===== src/rtl/beacon_lamp_edge_scanner_top_defines.svh =====
// ----------------------------------------------------------------------------
// Beacon lamp edge scanner - assertion macros
// Shared concurrent assertion forms, clocked on clock and off during reset.
// ----------------------------------------------------------------------------
`ifndef BEACON_LAMP_EDGE_SCANNER_TOP_DEFINES_SVH
`define BEACON_LAMP_EDGE_SCANNER_TOP_DEFINES_SVH

// Consequent checked in the same cycle as the antecedent
`define BLES_ASSERT_NOW(name, ante, cons) \
   name: assert property (@(posedge clock) disable iff (reset) (ante) |-> (cons)) \
      else $error("bles: same-cycle check failed");

// Consequent checked in the cycle after the antecedent
`define BLES_ASSERT_NEXT(name, ante, cons) \
   name: assert property (@(posedge clock) disable iff (reset) (ante) |=> (cons)) \
      else $error("bles: next-cycle check failed");

`endif


===== src/rtl/bles_pkg.sv =====
`timescale 1ns / 1ps
// ----------------------------------------------------------------------------
// Beacon lamp edge scanner - package
// Widths, frame geometry, register indexes and the item types passed between
// the front, the queue and the back.
// ----------------------------------------------------------------------------
package bles_pkg;

   // Frame geometry
   localparam int IMAGE_COLS = 188;
   localparam int IMAGE_ROWS = 120;

   // Field widths
   localparam int ROW_W  = 7;
   localparam int COL_W  = 8;
   localparam int PIX_W  = 8;
   localparam int COEF_W = 32;
   localparam int FRAC_W = 16;

   // Curve arithmetic widths
   localparam int SQ_W    = 2 * COL_W;
   localparam int PA_W    = COEF_W + SQ_W + 1;
   localparam int PB_W    = COEF_W + COL_W + 1;
   localparam int CURVE_W = PA_W + 1;

   // Column where the row limit of the curve is taken
   localparam logic [COL_W-1:0] MID_COL = COL_W'(IMAGE_COLS / 2);
   localparam logic [SQ_W-1:0]  MID_SQ  = SQ_W'((IMAGE_COLS / 2) * (IMAGE_COLS / 2));

   // Stream widths
   localparam int REQ_TDATA_W = 40;
   localparam int RSP_TDATA_W = 16;

   // Decoupling queue
   localparam int QUEUE_DEPTH = 4;

   // Control and status registers
   localparam int CSR_INDEX_W = 3;
   localparam logic [CSR_INDEX_W-1:0] REG_CURVE_A   = 3'd0;
   localparam logic [CSR_INDEX_W-1:0] REG_CURVE_B   = 3'd1;
   localparam logic [CSR_INDEX_W-1:0] REG_CURVE_C   = 3'd2;
   localparam logic [CSR_INDEX_W-1:0] REG_BRIGHT_TH = 3'd3;
   localparam logic [CSR_INDEX_W-1:0] REG_DIM_TH    = 3'd4;
   localparam logic [CSR_INDEX_W-1:0] REG_SPLIT_ROW = 3'd5;

   localparam logic [PIX_W-1:0] BRIGHT_RESET = 8'd200;
   localparam logic [PIX_W-1:0] DIM_RESET    = 8'd50;
   localparam logic [ROW_W-1:0] SPLIT_RESET  = 7'd50;

   typedef struct packed {
      logic signed [COEF_W-1:0] curve_a;
      logic signed [COEF_W-1:0] curve_b;
      logic signed [COEF_W-1:0] curve_c;
      logic [PIX_W-1:0]         bright_threshold;
      logic [PIX_W-1:0]         dim_threshold;
      logic [ROW_W-1:0]         split_row;
   } cfg_type;

   // Pixel as accepted from the stream
   typedef struct packed {
      logic             frame_start;
      logic             last_in_frame;
      logic [ROW_W-1:0] pixel_row;
      logic [COL_W-1:0] pixel_col;
      logic [PIX_W-1:0] left_pixel;
      logic [PIX_W-1:0] center_pixel;
      logic [PIX_W-1:0] right_pixel;
   } pix_type;

   // Pixel after classification, as held in the queue
   typedef struct packed {
      logic             frame_start;
      logic             last_in_frame;
      logic [ROW_W-1:0] pixel_row;
      logic [COL_W-1:0] pixel_col;
      logic             in_range;      // inside frame and over the row limit
      logic             upper;         // row above split
      logic             lower;         // row below split
      logic             left_dark;
      logic             centre_bright;
      logic             right_dark;
      logic             centre_dim;    // centre over dim threshold
      logic             above_curve;   // row above curve at own column
   } cls_type;

endpackage


===== src/rtl/beacon_lamp_edge_scanner_top.sv =====
`timescale 1ns / 1ps
// ----------------------------------------------------------------------------
// Beacon lamp edge scanner - top level
// Pixel stream in, at most one beacon position per frame out.
// ----------------------------------------------------------------------------
// Usage:
//   req_* carries one pixel per transfer with its row, column and both
//   neighbours; req_tuser marks the frame start, req_tlast the final pixel.
//   rsp_* carries one result per frame: rsp_tuser is high when a beacon was
//   found, and x and y are zero when it was not.
//   csr_* writes the curve coefficients, thresholds and split row and is always
//   ready; the user writes it only while no pixel is in flight (not enforced).
// Timing:
//   One pixel per cycle is sustained unless the queue is full. A pixel passes
//   three front stages for the column square, the curve products and the
//   curve sums, then the queue and the output register of the back.
// Reset and stalls:
//   Reset restores the register defaults and clears the scan state. While
//   rsp_tready is low the result is held; the queue then fills and req_tready
//   drops once the last front stage cannot hand its pixel over.
// ----------------------------------------------------------------------------
module beacon_lamp_edge_scanner_top #(
   parameter int QUEUE_DEPTH = bles_pkg::QUEUE_DEPTH
) (
   input  logic                                  clock,
   input  logic                                  reset,
   // Pixel stream
   input  logic                                  req_tvalid,
   output logic                                  req_tready,
   // [6:0] pixel_row, [14:7] pixel_col, [22:15] left_pixel,
   // [30:23] center_pixel, [38:31] right_pixel, [39] zero
   input  logic [bles_pkg::REQ_TDATA_W-1:0]      req_tdata,
   input  logic                                  req_tlast,   // last_in_frame
   input  logic                                  req_tuser,   // frame_start
   // Result stream
   output logic                                  rsp_tvalid,
   input  logic                                  rsp_tready,
   // [7:0] beacon_x, [14:8] beacon_y, [15] zero
   output logic [bles_pkg::RSP_TDATA_W-1:0]      rsp_tdata,
   output logic                                  rsp_tuser,   // beacon_found
   // Register writes
   input  logic                                  csr_valid,
   output logic                                  csr_ready,
   input  logic [bles_pkg::CSR_INDEX_W-1:0]      csr_index,
   input  logic [bles_pkg::COEF_W-1:0]           csr_data
);
   import bles_pkg::*;

   cfg_type cfg_ff, cfg_in;
   pix_type req_item;
   cls_type push_item;
   cls_type pop_item;
   logic    push_valid;
   logic    q_full;
   logic    q_not_empty;
   logic    pop;

   assign csr_ready = 1'b1;

   // Register write decode
   always_comb begin
      cfg_in = cfg_ff;
      if (csr_valid) begin
         case (csr_index)
            REG_CURVE_A:   cfg_in.curve_a          = csr_data;
            REG_CURVE_B:   cfg_in.curve_b          = csr_data;
            REG_CURVE_C:   cfg_in.curve_c          = csr_data;
            REG_BRIGHT_TH: cfg_in.bright_threshold = csr_data[PIX_W-1:0];
            REG_DIM_TH:    cfg_in.dim_threshold    = csr_data[PIX_W-1:0];
            REG_SPLIT_ROW: cfg_in.split_row        = csr_data[ROW_W-1:0];
            default:       cfg_in = cfg_ff;
         endcase
      end
   end

   always_ff @(posedge clock) begin
      if (reset) begin
         cfg_ff.curve_a          <= '0;
         cfg_ff.curve_b          <= '0;
         cfg_ff.curve_c          <= '0;
         cfg_ff.bright_threshold <= BRIGHT_RESET;
         cfg_ff.dim_threshold    <= DIM_RESET;
         cfg_ff.split_row        <= SPLIT_RESET;
      end else begin
         cfg_ff <= cfg_in;
      end
   end

   // Unpack the pixel transfer
   always_comb begin
      req_item.frame_start   = req_tuser;
      req_item.last_in_frame = req_tlast;
      req_item.pixel_row     = req_tdata[6:0];
      req_item.pixel_col     = req_tdata[14:7];
      req_item.left_pixel    = req_tdata[22:15];
      req_item.center_pixel  = req_tdata[30:23];
      req_item.right_pixel   = req_tdata[38:31];
   end

   bles_front u_front (
      .clock      (clock),
      .reset      (reset),
      .cfg        (cfg_ff),
      .in_valid   (req_tvalid),
      .in_ready   (req_tready),
      .in_item    (req_item),
      .q_full     (q_full),
      .push_valid (push_valid),
      .push_item  (push_item)
   );

   bles_queue #(
      .DEPTH (QUEUE_DEPTH)
   ) u_queue (
      .clock     (clock),
      .reset     (reset),
      .push      (push_valid),
      .push_item (push_item),
      .full      (q_full),
      .pop       (pop),
      .not_empty (q_not_empty),
      .pop_item  (pop_item)
   );

   bles_back u_back (
      .clock      (clock),
      .reset      (reset),
      .q_valid    (q_not_empty),
      .q_item     (pop_item),
      .pop        (pop),
      .rsp_tvalid (rsp_tvalid),
      .rsp_tready (rsp_tready),
      .rsp_tuser  (rsp_tuser),
      .rsp_tdata  (rsp_tdata)
   );

endmodule


===== src/rtl/bles_front.sv =====
`timescale 1ns / 1ps
// ----------------------------------------------------------------------------
// Beacon lamp edge scanner - front
// Three-stage pipeline that evaluates the ceiling curve at the pixel column
// and at the centre column, then classifies the pixel into the queue.
// ----------------------------------------------------------------------------
module bles_front (
   input  logic              clock,
   input  logic              reset,
   input  bles_pkg::cfg_type cfg,
   input  logic              in_valid,
   output logic              in_ready,
   input  bles_pkg::pix_type in_item,
   input  logic              q_full,
   output logic              push_valid,
   output bles_pkg::cls_type push_item
);
   import bles_pkg::*;

   logic signed [COEF_W-1:0] coef_a;
   logic signed [COEF_W-1:0] coef_b;
   logic signed [COEF_W-1:0] coef_c;
   logic                     advance;

   // Stage A: square of the column
   logic            a_valid_ff;
   pix_type         a_item_ff;
   logic [SQ_W-1:0] a_sq_ff;
   logic [SQ_W-1:0] a_sq_in;

   // Stage B: products
   logic                   b_valid_ff;
   pix_type                b_item_ff;
   logic signed [PA_W-1:0] b_pa_col_ff, b_pa_col_in;
   logic signed [PA_W-1:0] b_pa_mid_ff, b_pa_mid_in;
   logic signed [PB_W-1:0] b_pb_col_ff, b_pb_col_in;
   logic signed [PB_W-1:0] b_pb_mid_ff, b_pb_mid_in;

   // Stage C: curve values
   logic                      c_valid_ff;
   pix_type                   c_item_ff;
   logic signed [CURVE_W-1:0] c_curve_col_ff, c_curve_col_in;
   logic signed [CURVE_W-1:0] c_curve_mid_ff, c_curve_mid_in;
   logic signed [CURVE_W-1:0] row_scaled;

   assign coef_a = cfg.curve_a;
   assign coef_b = cfg.curve_b;
   assign coef_c = cfg.curve_c;

   // Whole pipe moves unless the last stage is blocked by a full queue
   assign advance    = !(c_valid_ff && q_full);
   assign in_ready   = advance;
   assign push_valid = c_valid_ff && !q_full;

   // Datapath arithmetic
   always_comb begin
      a_sq_in        = SQ_W'(in_item.pixel_col) * SQ_W'(in_item.pixel_col);
      b_pa_col_in    = coef_a * $signed({1'b0, a_sq_ff});
      b_pa_mid_in    = coef_a * $signed({1'b0, MID_SQ});
      b_pb_col_in    = coef_b * $signed({1'b0, a_item_ff.pixel_col});
      b_pb_mid_in    = coef_b * $signed({1'b0, MID_COL});
      c_curve_col_in = CURVE_W'(b_pa_col_ff) - CURVE_W'(b_pb_col_ff) + CURVE_W'(coef_c);
      c_curve_mid_in = CURVE_W'(b_pa_mid_ff) - CURVE_W'(b_pb_mid_ff) + CURVE_W'(coef_c);
   end

   // Stage valids
   always_ff @(posedge clock) begin
      if (reset) begin
         a_valid_ff <= 1'b0;
         b_valid_ff <= 1'b0;
         c_valid_ff <= 1'b0;
      end else if (advance) begin
         a_valid_ff <= in_valid;
         b_valid_ff <= a_valid_ff;
         c_valid_ff <= b_valid_ff;
      end
   end

   // Stage payloads
   always_ff @(posedge clock) begin
      if (advance) begin
         a_item_ff      <= in_item;
         a_sq_ff        <= a_sq_in;
         b_item_ff      <= a_item_ff;
         b_pa_col_ff    <= b_pa_col_in;
         b_pa_mid_ff    <= b_pa_mid_in;
         b_pb_col_ff    <= b_pb_col_in;
         b_pb_mid_ff    <= b_pb_mid_in;
         c_item_ff      <= b_item_ff;
         c_curve_col_ff <= c_curve_col_in;
         c_curve_mid_ff <= c_curve_mid_in;
      end
   end

   // Classification of the pixel leaving stage C
   assign row_scaled = $signed(CURVE_W'({c_item_ff.pixel_row, {FRAC_W{1'b0}}}));

   always_comb begin
      push_item.frame_start   = c_item_ff.frame_start;
      push_item.last_in_frame = c_item_ff.last_in_frame;
      push_item.pixel_row     = c_item_ff.pixel_row;
      push_item.pixel_col     = c_item_ff.pixel_col;
      push_item.in_range      = (c_item_ff.pixel_col != '0)
                             && (int'(c_item_ff.pixel_col) < IMAGE_COLS)
                             && (int'(c_item_ff.pixel_row) <= IMAGE_ROWS - 2)
                             && (row_scaled > c_curve_mid_ff);
      push_item.upper         = c_item_ff.pixel_row > cfg.split_row;
      push_item.lower         = c_item_ff.pixel_row < cfg.split_row;
      push_item.left_dark     = c_item_ff.left_pixel < cfg.bright_threshold;
      push_item.centre_bright = c_item_ff.center_pixel > cfg.bright_threshold;
      push_item.right_dark    = c_item_ff.right_pixel < cfg.bright_threshold;
      push_item.centre_dim    = c_item_ff.center_pixel > cfg.dim_threshold;
      push_item.above_curve   = row_scaled > c_curve_col_ff;
   end

endmodule


===== src/rtl/bles_queue.sv =====
`timescale 1ns / 1ps
// ----------------------------------------------------------------------------
// Beacon lamp edge scanner - queue
// Small FIFO of classified pixels between the front and the back.
// ----------------------------------------------------------------------------
module bles_queue #(
   parameter int DEPTH = bles_pkg::QUEUE_DEPTH
) (
   input  logic              clock,
   input  logic              reset,
   input  logic              push,
   input  bles_pkg::cls_type push_item,
   output logic              full,
   input  logic              pop,
   output logic              not_empty,
   output bles_pkg::cls_type pop_item
);
   import bles_pkg::*;

   localparam int PTR_W = $clog2(DEPTH);
   localparam int CNT_W = $clog2(DEPTH + 1);

   cls_type           store [DEPTH];
   logic [PTR_W-1:0]  wr_ptr_ff, wr_ptr_in;
   logic [PTR_W-1:0]  rd_ptr_ff, rd_ptr_in;
   logic [CNT_W-1:0]  count_ff, count_in;

   assign full      = count_ff == CNT_W'(DEPTH);
   assign not_empty = count_ff != '0;
   assign pop_item  = store[rd_ptr_ff];

   // Pointer wrap and fill count
   always_comb begin
      wr_ptr_in = wr_ptr_ff;
      rd_ptr_in = rd_ptr_ff;
      count_in  = count_ff;
      if (push) begin
         wr_ptr_in = (wr_ptr_ff == PTR_W'(DEPTH - 1)) ? '0 : wr_ptr_ff + 1'b1;
      end
      if (pop) begin
         rd_ptr_in = (rd_ptr_ff == PTR_W'(DEPTH - 1)) ? '0 : rd_ptr_ff + 1'b1;
      end
      if (push && !pop) begin
         count_in = count_ff + 1'b1;
      end else if (pop && !push) begin
         count_in = count_ff - 1'b1;
      end
   end

   always_ff @(posedge clock) begin
      if (reset) begin
         wr_ptr_ff <= '0;
         rd_ptr_ff <= '0;
         count_ff  <= '0;
      end else begin
         wr_ptr_ff <= wr_ptr_in;
         rd_ptr_ff <= rd_ptr_in;
         count_ff  <= count_in;
      end
   end

   // Entry storage
   always_ff @(posedge clock) begin
      if (push) begin
         store[wr_ptr_ff] <= push_item;
      end
   end

endmodule


===== src/rtl/bles_back.sv =====
`timescale 1ns / 1ps
// ----------------------------------------------------------------------------
// Beacon lamp edge scanner - back
// Applies the lamp and beacon rules to classified pixels, keeps the scan
// state and holds the result in the output register.
// ----------------------------------------------------------------------------
module bles_back (
   input  logic              clock,
   input  logic              reset,
   input  logic              q_valid,
   input  bles_pkg::cls_type q_item,
   output logic              pop,
   output logic              rsp_tvalid,
   input  logic              rsp_tready,
   output logic              rsp_tuser,
   output logic [bles_pkg::RSP_TDATA_W-1:0] rsp_tdata
);
   import bles_pkg::*;
   `include "beacon_lamp_edge_scanner_top_defines.svh"

   // Scan state
   logic             lamp_open_ff, lamp_open_in;
   logic [COL_W-1:0] left_edge_column_ff, left_edge_column_in;
   logic [ROW_W-1:0] lamp_row_ff, lamp_row_in;
   logic             scan_finished_ff, scan_finished_in;

   // Output register
   logic             rsp_valid_ff, rsp_valid_in;
   logic             rsp_found_ff, rsp_found_in;
   logic [COL_W-1:0] rsp_x_ff, rsp_x_in;
   logic [ROW_W-1:0] rsp_y_ff, rsp_y_in;

   // Rule evaluation
   logic             fin_now;
   logic             open_now;
   logic [COL_W-1:0] edge_now;
   logic [ROW_W-1:0] row_now;
   logic             active;
   logic             open_hit;
   logic             lamp_after;
   logic [COL_W-1:0] edge_after;
   logic [ROW_W-1:0] row_after;
   logic             close_hit;
   logic             curve_hit;
   logic             end_hit;
   logic             emit;
   logic [COL_W:0]   mid_sum;

   assign pop = q_valid && (!rsp_valid_ff || rsp_tready);

   // Rules in priority order, frame start clearing first
   always_comb begin
      fin_now    = scan_finished_ff && !q_item.frame_start;
      open_now   = lamp_open_ff && !q_item.frame_start;
      edge_now   = q_item.frame_start ? '0 : left_edge_column_ff;
      row_now    = q_item.frame_start ? '0 : lamp_row_ff;
      active     = !fin_now && q_item.in_range;
      open_hit   = active && q_item.upper && !open_now
                && q_item.left_dark && q_item.centre_bright;
      lamp_after = open_now || open_hit;
      edge_after = open_hit ? q_item.pixel_col : edge_now;
      row_after  = open_hit ? q_item.pixel_row : row_now;
      close_hit  = active && q_item.upper && lamp_after
                && q_item.centre_bright && q_item.right_dark;
      curve_hit  = active && !close_hit && q_item.lower && !lamp_after
                && q_item.centre_dim && q_item.above_curve;
      end_hit    = q_item.last_in_frame && !fin_now && !close_hit && !curve_hit;
      emit       = close_hit || curve_hit || end_hit;
      mid_sum    = {1'b0, edge_after} + {1'b0, q_item.pixel_col};
   end

   // Next state and output register
   always_comb begin
      lamp_open_in        = lamp_open_ff;
      left_edge_column_in = left_edge_column_ff;
      lamp_row_in         = lamp_row_ff;
      scan_finished_in    = scan_finished_ff;
      rsp_valid_in        = rsp_valid_ff && !rsp_tready;
      rsp_found_in        = rsp_found_ff;
      rsp_x_in            = rsp_x_ff;
      rsp_y_in            = rsp_y_ff;
      if (pop) begin
         lamp_open_in        = lamp_after;
         left_edge_column_in = edge_after;
         lamp_row_in         = row_after;
         scan_finished_in    = fin_now || emit;
         if (emit) begin
            rsp_valid_in = 1'b1;
            rsp_found_in = close_hit || curve_hit;
            if (close_hit) begin
               rsp_x_in = mid_sum[COL_W:1];
               rsp_y_in = row_after;
            end else if (curve_hit) begin
               rsp_x_in = q_item.pixel_col;
               rsp_y_in = q_item.pixel_row;
            end else begin
               rsp_x_in = '0;
               rsp_y_in = '0;
            end
         end
      end
   end

   always_ff @(posedge clock) begin
      if (reset) begin
         lamp_open_ff        <= 1'b0;
         left_edge_column_ff <= '0;
         lamp_row_ff         <= '0;
         scan_finished_ff    <= 1'b0;
         rsp_valid_ff        <= 1'b0;
      end else begin
         lamp_open_ff        <= lamp_open_in;
         left_edge_column_ff <= left_edge_column_in;
         lamp_row_ff         <= lamp_row_in;
         scan_finished_ff    <= scan_finished_in;
         rsp_valid_ff        <= rsp_valid_in;
      end
   end

   always_ff @(posedge clock) begin
      rsp_found_ff <= rsp_found_in;
      rsp_x_ff     <= rsp_x_in;
      rsp_y_ff     <= rsp_y_in;
   end

   assign rsp_tvalid = rsp_valid_ff;
   assign rsp_tuser  = rsp_found_ff;
   assign rsp_tdata  = RSP_TDATA_W'({rsp_y_ff, rsp_x_ff});

   // A finished scan stays finished until a frame start is consumed
   `BLES_ASSERT_NEXT(a_finished_holds, scan_finished_ff && !(pop && q_item.frame_start), scan_finished_ff)
   // Every result ends the scan and lands in the output register
   `BLES_ASSERT_NEXT(a_result_ends_scan, pop && emit, scan_finished_ff && rsp_valid_ff)
   // A not-found result carries zero coordinates
   `BLES_ASSERT_NOW(a_not_found_zero, rsp_valid_ff && !rsp_found_ff, rsp_x_ff == '0 && rsp_y_ff == '0)

endmodule


===== config.mk =====
export PLATFORM = sky130hd
export DESIGN_NAME = beacon_lamp_edge_scanner_top
export DESIGN_NICKNAME = d
export VERILOG_FILES = /design/src/rtl/bles_pkg.sv /design/src/rtl/beacon_lamp_edge_scanner_top.sv /design/src/rtl/bles_front.sv /design/src/rtl/bles_queue.sv /design/src/rtl/bles_back.sv
export VERILOG_INCLUDE_DIRS = /design/src /design/src/rtl
export SDC_FILE = /design/constraint.sdc
export NUM_CORES = 2
export LEC_CHECK = 0
export BUFFER_PORTS_ARGS = -buffer_cell sky130_fd_sc_hd__buf_2
export CAP_MARGIN = 0
export CORE_MARGIN = 3
export CORE_UTILIZATION = 35
export DETAILED_ROUTE_END_ITERATION = 16
export GPL_TIMING_DRIVEN = 1
export HOLD_SLACK_MARGIN = 0.08
export MAX_ROUTING_LAYER = met4
export SYNTH_ARGS = -nofsm -noshare
export SYNTH_HDL_FRONTEND = slang
export SYNTH_SLANG_ARGS = --single-unit

===== constraint.sdc =====
create_clock -name clock -period 21.9 [get_ports clock]
set_input_delay 4.38 -clock clock [delete_from_list [all_inputs] [get_ports clock]]
set_output_delay 4.38 -clock clock [all_outputs]
set_load 0.02 [all_outputs]

# Word-level counts from Yosys, hierarchy flattened
# Memories as Yosys holds them, arrays and structs flattened. A register that Yosys moved wholly into a read port is not among the register bits.
# Cells that the tools add are included.
# word_totals
reg_bits,576
ram_bits,100
input_bits,82
elab_cells,154
mem_count,1
# memory_table
memory,depth,word_bits,read_ports,rd_ports_with_merged_regs,write_ports,line_no,text
u_queue.store,4,25,1,1,1,bles_queue.sv:23,cls_type store [DEPTH];
# op_classes
n_addsub,9
multipliers,5
order_cmp,10
n_eq_ne,8
mux,18
reduce_logical,55
# ops
op,n
$add 50x32->50,2
$gt 24x50->1,2
$sub 49x41->50,1
$mul 32x17->49,1
$sub 47x40->48,1
$mul 32x13->45 const B,1
$mul 32x9->41,1
$mul 32x7->39 const B,1
$mux 8,4
$mux 7,4
$logic_and 1x1->1,27
$gt 8x8->1,2
$lt 8x8->1,2
$mul 8x8->16,1
$reduce_and 2->1,7
$logic_not 1->1,12
$add 8x8->9,1
$eq 3x3->1 const B,3
$lt 8x8->1 const B,1
$mux 2,4
$reduce_bool 8->1,1
$gt 7x7->1,1
$le 7x7->1 const B,1
$lt 7x7->1,1
other kinds (12),23

# Logic depth before layout (Yosys ltp)
# depth
depth_word,23
ltp_mapped,28

# Cells and area by module
# A second synthesis with hierarchy kept.
# unflattened
cells_unflattened,6673
hier_area_um2,69147.6
# modules_own_cells
module,instances,cells_each,area_each_um2,seq_area_each_um2
bles_front,1,5867,58452.3,12371.9
beacon_lamp_edge_scanner_top,1,440,4778.3,2382.3
bles_queue,1,175,4092.7,3183.1
bles_back,1,191,1824.2,840.8

# Worst setup path after synthesis
# No wires, ideal clock.
# synth_path
path_kind,register -> output
start,register u_queue.count_ff[0]
end,output port req_tready
t_arrival_ns,8.807
t_required_ns,17.520
slack_ns,8.713
stages_incl_launch_ff,5
path_buffers,1
cell_sequence,dfxtp_1 > nor2_1 > and3_1 > clkbuf_1 > inv_1
# synth_between
elab_chain_cells,3
# synth_lines
item,line_no,text
from (decl),bles_queue.sv:26,"logic [CNT_W-1:0] count_ff, count_in;"
from (signal assigned),bles_queue.sv:58,count_ff <= count_in;
$eq 3x3->1,bles_queue.sv:28,assign full = count_ff == CNT_W'(DEPTH);
$logic_and 1x1->1,bles_front.sv:51,assign advance = !(c_valid_ff && q_full);
$logic_not 1->1,bles_front.sv:51,
to (decl),beacon_lamp_edge_scanner_top.sv:29,"output logic req_tready,"
# No other way between the ends.

# Final worst setup path
# layout_path
start,input port req_tdata[10] in the netlist's numbering
end,"register u_front.a_sq_ff[15], data pin"
# layout_between
elab_chain_cells,1
# layout_lines
item,line_no,text
from (decl),beacon_lamp_edge_scanner_top.sv:32,"input logic [bles_pkg::REQ_TDATA_W-1:0] req_tdata,"
$mul 8x8->16,bles_front.sv:57,a_sq_in = SQ_W'(in_item.pixel_col) * SQ_W'(in_item.pixel_col);
named net u_front.a_sq_in[15],bles_front.sv:29,logic [SQ_W-1:0] a_sq_in;
to (signal assigned),bles_front.sv:83,a_sq_ff <= a_sq_in;
to (decl),bles_front.sv:28,logic [SQ_W-1:0] a_sq_ff;
# The timed path passes the listed nets, and every way through them passes these cells.
# A chain may end at the register's enable or synchronous reset.

==> metrics.txt <==
Slew @ Worst Pin 1.17 ns; Final Cell Area 0.0757 mm²; die width 452 µm; Max stage delay cell, worst path fa_1; postcts setup bufs 0; Final Hold Vio Count 0; worst-case reg-to-reg path depth 22; 1st-iter DRT viols 2,779; IO Pins 102; power density over cell area 73.4 mW/mm²; commonest cells in the netlist 1,319 x inv_1, 878 x fa_1, 751 x nand2_1, 653 x ha_1, 527 x edfxtp_1; CP peak stage delay 0.44 ns; Final TNS setup 0 ns; register area share after synthesis 0.271; Clock Tree Root clkbuf_16; CP Launch Type input pin; Layout Cells excl Fill 9,707; CP endpoint kind flip-flop; final net count 8,620; first-pass GRT wire length 275,000 µm; gr usage total 0.176; top-count cell post-synth inv_1; Critical Path Most Common Cell a21oi_1; clock skew 0.0322 ns; post-synth cell types 103; top-area cell type share of the netlist area 0.253; Mapped Area 0.0695 mm²; clk buf depth 3; outcome complete, no violations; layout cells sized above 1 0.0519; Port Buffers 98; Routed WL per cell 17.8 µm; yosys synthesis warning count 0; ys flop type edfxtp_1; Mean Syn Cell Area 9.98 µm²; Die H 452 µm; Post-synth EDFFs 527; CP required 22.34 ns; fin crit period 7.89 ns; largest net degree at the start of global routing 162; Sink Count 676; RSZ-0062 raised after global routing false; peak supply drop 59.6 µV; crit path kind in -> reg; placed cell area 0.0730 mm²; initial antenna violation count 26; Worst setup endpoint u_front.a_sq_ff[15]$_DFFE_PN_; gpl congestion 0.930; Slew headroom 0.218; top cells by area, synth fa_1 25%, edfxtp_1 23%, ha_1 12%, inv_1 7.1%, dfxtp_1 4.3%; WP buf/inv 3; Cells after Synth 6,966; Core Region 0.196 mm²; row count 162; Die Area 0.204 mm²; CP Cell Sequence buf_2 > and2_1 > fa_1 > inv_1 > fa_1 > inv_1 > ha_1 > fa_1 > ha_1 > a21o_1 > a21oi_1 > o21bai_1 > a21oi_1 > o21bai_1 > a21oi_1 > o211ai_1 > a21oi_1 > o21bai_1 > xnor2_1; maxcap violations 0; Slew Limit Fails 0; PostCTS Resize Cnt 0; Routed Antenna Nets 0; sum of routed wire length over all layers 173,000 µm; delay-heaviest family, CP adder cells; hold_buf cts 0; final core utilization 0.386; Worst Slack Setup Final 14.01 ns; fmax 127 MHz; hold path start u_front.a_item_ff[13]$_DFFE_PN_; vias per cell 4.93; Arrival @ worst endpoint 8.33 ns; initial core utilization 0.354; worst r2r dst u_front.b_pa_col_ff[46]$_DFFE_PN_; Synth Register Bits 676; GRT Residual Overflow 0; met1 usage in global routing 0.229; Area Growth Syn to Fin 8.88%; R2R Setup Slk 14.07 ns; DP Worst Slack 13.29 ns; Vias 47,900; H-Tree Depth 3; crit-path max FO 9; drt first pass iters 6; busiest grt layer met2; vias in the first global route 50,200; CTS clk-pin slew, worst paths 0.06 ns; reg2reg start cfg_ff[97]$_SDFFE_PP0P_; Period Utilization, post-route 0.360; worst setup path startpoint req_tdata[10]; dpl cells 9,550; post-detailed-placement half-perimeter wirelength 136,000 µm; CTS tree done; DRC 0; Setup-failing EPs final 0; FILL cells 19,400; Leak 0.0370 µW; async set-reset flop share out of synthesis 0; Yosys top cell by area fa_1; routing usage on met3 0.0241; total CTS buffers 79; later-pin clock latency in the skew report 0.69 ns; met2 usage 0.285; Hold Path Class reg -> reg; critical path depth 19
[worst register-to-register path, cell delays in order, from the launching register on]
cell	delay [ns]
dfxtp_1	1.00
and2_1	0.27
fa_1	0.42
inv_1	0.10
fa_1	0.44
fa_1	0.49
fa_1	0.49
inv_1	0.06
fa_1	0.53
inv_1	0.05
fa_1	0.53
inv_1	0.04
ha_1	0.33
o21ai_0	0.15
nor2_1	0.21
o22ai_1	0.18
o31ai_1	0.70
a32oi_1	0.35
a31oi_1	0.59
nand2_1	0.18
a21oi_1	0.23
a211oi_1	0.09
xnor2_1	0.14
[per-layer routing]
| metal | share of wire | wire length [µm] |
|---|---|---|
| met5 | 0 | 0 |
| met2 | 0.47 | 81300 |
| met1 | 0.45 | 77100 |
| met4 | 0.029 | 4990 |
| met3 | 0.054 | 9330 |
[where the power goes]
part / switching (µW) / internal, µW
Clock: 557 / 766
Sequential: 108 / 1700
Combinational: 1510 / 922
Total: 2170 / 3390
[state kept, by name (all words and copies together), names as in the netlist, 41 cells and up, named ones only]
signal                  cells
cfg_ff                    119
u_front.b_item_ff          41
u_front.b_pa_col_ff        49
u_front.b_pa_mid_ff        45
u_front.b_pb_col_ff        41
u_front.c_curve_col_ff     50
u_front.c_curve_mid_ff     50
u_queue.store             100
[cell type report]
type                       count  area [µm²]  area share
antenna                       10        25.0    0.000331
clock buffer                 111        2190      0.0289
clock inverter                36         433     0.00572
inverter                    1321        4970      0.0656
multi-input combinational   4764       45000       0.594
sequential                   676       18800       0.248
tap                         2624        3280      0.0434
timing repair buffer         165        1010      0.0133
[through the flow]
stage                     total power, µW  hold slack [ns]
after floorplan                      3570            0.400
after global routing                 5960            0.424
after global placement               4200            0.401
after CTS                            5600            0.414
final                                5560            0.414
after detailed placement             4240            0.405
[cell families after synthesis]
family	after synthesis	share of synthesized area
adders and majority gates	1531	0.370
and+or+nand+nor	1760	0.124
other	2	0.000108
buffers and inverters	1529	0.0828
xor gates and xnor gates	314	0.0396
DFF	676	0.271
AOI/OAI and AO/OA	1109	0.102
muxes	45	0.0104
[cell usage in the layout, fill, tap and decap left out, types with 11 or more instances in the layout]
cell type | synthesis | final
nor2_1 | 186 | 185
a31oi_1 | 27 | 27
edfxtp_1 | 527 | 527
a21o_1 | 170 | 170
buf_2 | 6 | 97
o21bai_1 | 47 | 47
nand4_1 | 29 | 29
xor2_1 | 96 | 96
o21a_1 | 47 | 47
mux2i_1 | 17 | 17
and2_1 | 453 | 453
clkbuf_16 | 0 | 79
clkbuf_1 | 197 | 23
ha_1 | 653 | 653
nand2b_1 | 60 | 60
nand2_1 | 751 | 751
a22o_1 | 12 | 12
buf_4 | 2 | 67
and3_1 | 32 | 32
or3_1 | 12 | 12
a21oi_1 | 411 | 411
inv_1 | 1319 | 1318
a211o_1 | 11 | 11
nor3_1 | 44 | 44
nand3b_1 | 12 | 12
nor4_1 | 29 | 28
nor2b_1 | 44 | 44
o21ai_0 | 164 | 164
mux4_2 | 21 | 21
o211ai_1 | 16 | 16
fa_1 | 878 | 878
nand3_1 | 63 | 63
a211oi_1 | 33 | 33
dfxtp_1 | 149 | 148
o21ai_1 | 14 | 14
or2_2 | 13 | 13
xnor2_1 | 218 | 218
o31ai_1 | 14 | 14
[worst min path at each step]
| stage | to | slack (ns) | cells after the start |
|---|---|---|---|
| after floorplan | u_front.b_item_ff[0]$_DFFE_PN_ | 0.40 | 0 |
| after global placement | u_front.push_item[13]$_DFFE_PN_ | 0.40 | 0 |
| after detailed placement | u_front.b_item_ff[35]$_DFFE_PN_ | 0.40 | 0 |
| after CTS | u_front.push_item[13]$_DFFE_PN_ | 0.41 | 0 |
| after global routing | u_front.c_item_ff[12]$_DFFE_PN_ | 0.42 | 0 |
| final | u_front.b_item_ff[13]$_DFFE_PN_ | 0.41 | 0 |
Power figures use the tool's default switching activity.
